===== config.mk =====
export PLATFORM = sky130hd
export DESIGN_NAME = bad_div
export DESIGN_NICKNAME = d
export VERILOG_FILES = /design/src/hw/rtl/bad_pkg.sv /design/src/hw/rtl/bad_div.sv
export SDC_FILE = /design/constraint.sdc
export NUM_CORES = 1
export LEC_CHECK = 0
export BUFFER_PORTS_ARGS = -buffer_cell sky130_fd_sc_hd__buf_2
export CAP_MARGIN = 20
export CORE_UTILIZATION = 36
export CTS_CLUSTER_DIAMETER = 80
export CTS_CLUSTER_SIZE = 24
export DETAILED_ROUTE_END_ITERATION = 8
export SLEW_MARGIN = 30
export SYNTH_ARGS = -nofsm -noshare
export SYNTH_HDL_FRONTEND = slang
export SYNTH_SLANG_ARGS = --single-unit

===== constraint.sdc =====
create_clock -name clk -period 3.5 [get_ports clk]
set_input_delay 0.7 -clock clk [delete_from_list [all_inputs] [get_ports clk]]
set_output_delay 0.7 -clock clk [all_outputs]
set_load 0.1 [all_outputs]

===== src/hw/rtl/bad_pkg.sv =====
// Shared types and constants for the RGB block average downsampler.
package bad_pkg;

    localparam int CH_W   = 8;
    localparam int SUM_W  = 29;
    localparam int NUM_CH = 3;

    // Configuration register indexes.
    localparam logic [1:0] REG_IMAGE_WIDTH  = 2'd0;
    localparam logic [1:0] REG_IMAGE_HEIGHT = 2'd1;
    localparam logic [1:0] REG_BLOCK_WIDTH  = 2'd2;
    localparam logic [1:0] REG_BLOCK_HEIGHT = 2'd3;

    typedef logic [CH_W-1:0]  chan_t;
    typedef logic [SUM_W-1:0] sum_t;

    // Handshake between the control logic and the divider.
    typedef struct packed {
        logic busy;
        logic done;
    } div_stat_t;

endpackage


===== src/hw/rtl/bad_div.sv =====
// Restoring divider that turns three channel sums into 8-bit averages.
module bad_div #(
    parameter int AREA_W = 23
) (
    input  logic                                  clk,
    input  logic                                  rst_n,
    input  logic                                  start,
    input  bad_pkg::sum_t [bad_pkg::NUM_CH-1:0]   sums,
    input  logic [AREA_W-1:0]                     area,
    output bad_pkg::chan_t [bad_pkg::NUM_CH-1:0]  quot,
    output bad_pkg::div_stat_t                    stat
);
    import bad_pkg::*;

    localparam int DW = (AREA_W + CH_W > SUM_W) ? AREA_W + CH_W : SUM_W + 1;

    logic [DW-1:0]     rem_reg  [NUM_CH];
    logic [DW-1:0]     rem_next [NUM_CH];
    chan_t             q_reg    [NUM_CH];
    chan_t             q_next   [NUM_CH];
    logic [DW-1:0]     dvs_reg;
    logic [2:0]        cnt_reg;
    logic              busy_reg;
    logic              done_reg;

    // One quotient bit per channel and cycle while busy, most significant bit first.
    always_comb
    begin
        for (int c = 0; c < NUM_CH; c++)
        begin
            if (rem_reg[c] >= dvs_reg)
            begin
                rem_next[c] = rem_reg[c] - dvs_reg;
                q_next[c]   = {q_reg[c][CH_W-2:0], 1'b1};
            end
            else
            begin
                rem_next[c] = rem_reg[c];
                q_next[c]   = {q_reg[c][CH_W-2:0], 1'b0};
            end
        end
    end

    // Control of the iteration count.
    always_ff @(posedge clk or negedge rst_n)
    begin
        if (!rst_n)
        begin
            busy_reg <= 1'b0;
            done_reg <= 1'b0;
            cnt_reg  <= '0;
        end
        else
        begin
            done_reg <= 1'b0;
            if (start)
            begin
                busy_reg <= 1'b1;
                cnt_reg  <= 3'(CH_W - 1);
            end
            else if (busy_reg)
            begin
                cnt_reg <= cnt_reg - 3'd1;
                if (cnt_reg == '0)
                begin
                    busy_reg <= 1'b0;
                    done_reg <= 1'b1;
                end
            end
        end
    end

    // Datapath: the divisor starts at area times 128 and halves each step.
    always_ff @(posedge clk)
    begin
        if (start)
        begin
            dvs_reg <= DW'(area) << (CH_W - 1);
            for (int c = 0; c < NUM_CH; c++)
            begin
                rem_reg[c] <= DW'(sums[c]);
                q_reg[c]   <= '0;
            end
        end
        else if (busy_reg)
        begin
            dvs_reg <= dvs_reg >> 1;
            for (int c = 0; c < NUM_CH; c++)
            begin
                rem_reg[c] <= rem_next[c];
                q_reg[c]   <= q_next[c];
            end
        end
    end

    always_comb
    begin
        for (int c = 0; c < NUM_CH; c++)
        begin
            quot[c] = q_reg[c];
        end
        stat.busy = busy_reg;
        stat.done = done_reg;
    end

endmodule

# Word level (Yosys, flattened, before mapping)
# Memories as Yosys holds them, arrays and structs flattened.
# Index checks and enable logic that the tools add are counted.
dict set report totals {
  memories 2
  romBits 0
  ff_bits 35
  out_inout_bits 26
  ramBits 117
  latch_bits 0
}
# name words width read_ports rd_ports_with_merged_regs wr line
set memory_table {}
lappend memory_table {rem_reg 3 31 3 0 3 bad_div.sv:17} ;# logic [DW-1:0] rem_reg [NUM_CH];
lappend memory_table {q_reg 3 8 3 0 3 bad_div.sv:19} ;# chan_t q_reg [NUM_CH];
dict set report op_classes {
  n_shift 0
  n_mux 27
  bitwise 6
  n_eq_ne 0
  n_reduce_logical 2
  magnitude_cmp 3
  mul 0
  div 0
  add_sub_neg 4
}
# op count
set op_table {}
lappend op_table {{31-bit 2-to-1 mux} 6}
lappend op_table {{31-bit by 30-bit >= comparator with 1-bit output} 3}
lappend op_table {{31-bit by 30-bit subtractor with 31-bit output} 3}
lappend op_table {{30-bit 2-to-1 mux} 2}
lappend op_table {{8-bit 2-to-1 mux} 3}
lappend op_table {{1-bit 2-to-1 mux} 14}
lappend op_table {{3-bit 2-to-1 mux} 2}
lappend op_table {{1-bit bitwise OR} 6}
lappend op_table {{3-bit zero test} 1}
lappend op_table {{3-bit by 1-bit subtractor with 3-bit output, second input constant} 1}
lappend op_table {{2-bit nonzero test} 1}

# Logic depth before layout (Yosys ltp)
dict set report logic_depth {
  ltp_word 4
  depth_mapped 11
  mapped_depth_nobuf 11
}

# Least setup slack after synthesis
# Ideal clock, no wire load.
dict set report synth_path {
  path_type {flip-flop to flip-flop}
  start {register, netlist name dvs_reg[1]}
  end {memory rem_reg[0][62] (netlist bit), enable pin}
  n_path_buf 0
  path_stages_with_launch 11
  arrival_time_ns 2.895
  period_less_slack_ns 3.281
  required_time_ns 3.113
  setup_slack_ns 0.219
  cell_sequence {dfxtp_1 -> inv_1 -> ha_1 -> nor2b_1 -> o2111ai_1 -> a211oi_2 -> o21ai_1 -> o22ai_2 -> a31oi_2 -> o31ai_1 -> a21o_1}
}
# element line
set synth_lines {}
lappend synth_lines {{end: declaration} bad_div.sv:17}

==> flow_summary.yaml <==
outcome:
  status: "completed"
synthesis:
  yosysWarnings: 0
  synth-async-reset-ratio_pct: 3.29
  syn_nets: 1494
  synth_top_area_share_pct: 36.6
  synthTopCellsByArea: "edfxtp_1, ha_1, nand2_1, o21ai_0, a21oi_1"
  synth_edf_count: 140
  yosys.area.top_type: "edfxtp_1"
  avgSynthCellArea_um2: 8.93
  ys_seq_area_share_pct: 38.9
  synth_cell_types: 73
  syn_area_um2: 11500
  ys.flop_type: "edfxtp_1"
  syn_inst: 1286
  synth-seq-cells: 152
sta:
  rsz0062_at_grt: "no"
  final.setup.tns_ps: 0
  worst_slew_pin_slew_ps: 614
  fmax_mhz: 310
  setup_viol: 0
  fin_worst_skew_ps: 11.7
  min_period_ps: 3220
  drv_slew: 0
  hold_violations: 0
  worst_slack_ps: 276
  relSlewSlack_pct: 59.1
  finalCritPeriodShare_pct: 92.1
power_and_ir_drop:
  p_leak_nw: 5.72
  p_total_mw: 12.3
  vdd_drop_max_v: 0.000465
  power_density_nw_per_um2: 942
grt:
  grtUsageTotal_pct: 20.4
  grt_pass1_wl_um: 51600
  grt_pass1_vias: 9433
  grt_max_degree: 86
  grt-ovfl-total: 0
  antenna_found_initial: 0
clocking:
  clk_latency_ps: 440
  cts_tree: "done"
  htree_levels: 4
  clk_pin_slew_ps: 70
  root_buffer: "clkbuf_16"
  clockBufferDepth: 2
  hold_buffers: 0
  numCtsBuffers: 17
  clock-sinks: 152
place:
  hpwlAfterDp_um: 25400
  dp_slack_ps: 287
  portBuffers: 138
  place_inst: 1762
  routabilityCongestion: 0.944
setup_path:
  path_max_fanout: 19
  crit_type: "flip-flop to flip-flop"
  cp-end-kind: "flip-flop"
  r2r_slack_ps: 280
  timing.rr.end: "rem_reg[0][72]"
  r2r_start: "dvs_reg[10]"
  r2r_cells: 11
  worstPathArrival_ps: 3350
  cp_data_required_time_ps: 3620
  cp-start-kind: "flip-flop"
route:
  dr.pass1.iters: 5
  ant_nets: 0
  drt_iter0_drc: 723
  drc: 0
  viasPerCell: 5.48
  drt-total-wl_um: 33200
  vias: 9831
  wire_per_inst_um: 18.5
final_layout:
  diodes: 0
  fill_cells: 3165
  multiInputGateArea_um2: 6370
  largest_register_ffs: 93
  area_growth_pct: 13.5
  regArea_um2: 4470
  final_util_pct: 41.4
  drive_above_1_share_pct: 14.8
  stdcell_count: 1794
  nNetsFinal: 1587
die:
  fp.dieArea_um2: 32600
  core_area_um2: 31500
  initial_utilization_pct: 36.5
  num_io_pins: 139
  die_w_um: 181
  die_h_um: 181
  row_count: 65
hold_path:
  hold_class: "input pin to asynchronous set/reset pin"
job:
  max_cap_violations: 0
-- cells by family (layout without fill, tap and decap cells) --
logic type | count (synthesis) | after routing | share of synthesized area, %
mux | 14 | 14 | 1.22
simple gates | 411 | 411 | 16.6
compound gates | 398 | 398 | 21.8
flops | 152 | 152 | 38.9
fa+ha+maj | 95 | 95 | 10.5
xor+xnor | 68 | 68 | 5.19
buf+inv | 148 | 254 | 5.71
-- final cells by class --
cell class	count	share of cell area (%)
inverters	65	1.87
clock buffers	17	3.26
well taps	402	3.86
flip-flops and latches	152	34.3
clock inverters	15	1.11
repair buffers	157	6.71
multi-input cells	986	48.9
-- cell usage after synthesis, types with 16 or more instances --
master,instances
a21o_1,51
a21oi_1,83
a31oi_1,16
and2_1,34
and3_1,17
buf_4,25
clkbuf_1,47
edfxtp_1,140
ha_1,92
inv_1,65
nand2_1,203
nand3_1,34
nor2_1,50
o21ai_0,116
o21ai_1,30
xnor2_1,42
xor2_1,26
-- stage by stage --
step,hold slack [ps],instance area (um2)
global placement,490,12500
finish,64.9,13000
global route,63.3,13000
detailed placement,495,12500
CTS,56.5,13000
floorplan,404,11500
-- placed cells by master (no fill, tap or decap), types with 34 or more instances in the layout --
cell      synthesis  layout
nor2_1           50      50
inv_1            65      65
buf_2             3     138
nand2_1         203     203
edfxtp_1        140     140
xnor2_1          42      42
o21ai_0         116     116
a21o_1           51      51
a21oi_1          83      83
and2_1           34      34
ha_1             92      92
nand3_1          34      34
-- routing by layer --
| metal | wire length [um] | part of all wire [%] | track usage [%] | up-vias |
|---|---|---|---|---|
| li1 | - | - | - | 4827 |
| met1 | 15500 | 47 | 28.3 | 4619 |
| met2 | 15100 | 45 | 32.8 | 347 |
| met3 | 1960 | 5.9 | 3.07 | 38 |
| met4 | 675 | 2.0 | 6.05 | 0 |
| met5 | 0 | 0 | 0 | - |
-- worst max-delay path by stage --
stage	slack [ps]	end	start	cells past startpoint
2_1_floorplan	220	rem_reg[0][62]	dvs_reg[1]	10
3_3_place_gp	360	rem_reg[0][64]	dvs_reg[10]	11
3_5_place_dp	290	rem_reg[0][64]	dvs_reg[10]	11
4_1_cts	270	rem_reg[0][72]	dvs_reg[18]	10
5_1_grt	70	rem_reg[0][72]	dvs_reg[10]	11
6_report	280	rem_reg[0][72]	dvs_reg[10]	11
-- timing repair --
item,4_1_cts,5_1_grt
buffers inserted,0,0
resized for setup,0,1
setup endpoints to repair,0,4
-- where the power goes --
group	internal [mW]	switching, mW
Sequential	2.90	0.251
Combinational	2.85	4.44
Clock	0.996	0.844
Total	6.74	5.54
-- critical path, stage by stage (launching register included) --
cell and delay [ps]:
edfxtp_1 350, inv_1 100, ha_1 400, and3_1 230, nand2_1 70, a211oi_2 290
o21ai_1 210, o22ai_2 280, a31oi_2 190, o31ai_1 330, a21o_1 200, buf_6 240
No activity file was read; power rests on OpenSTA's default activity.
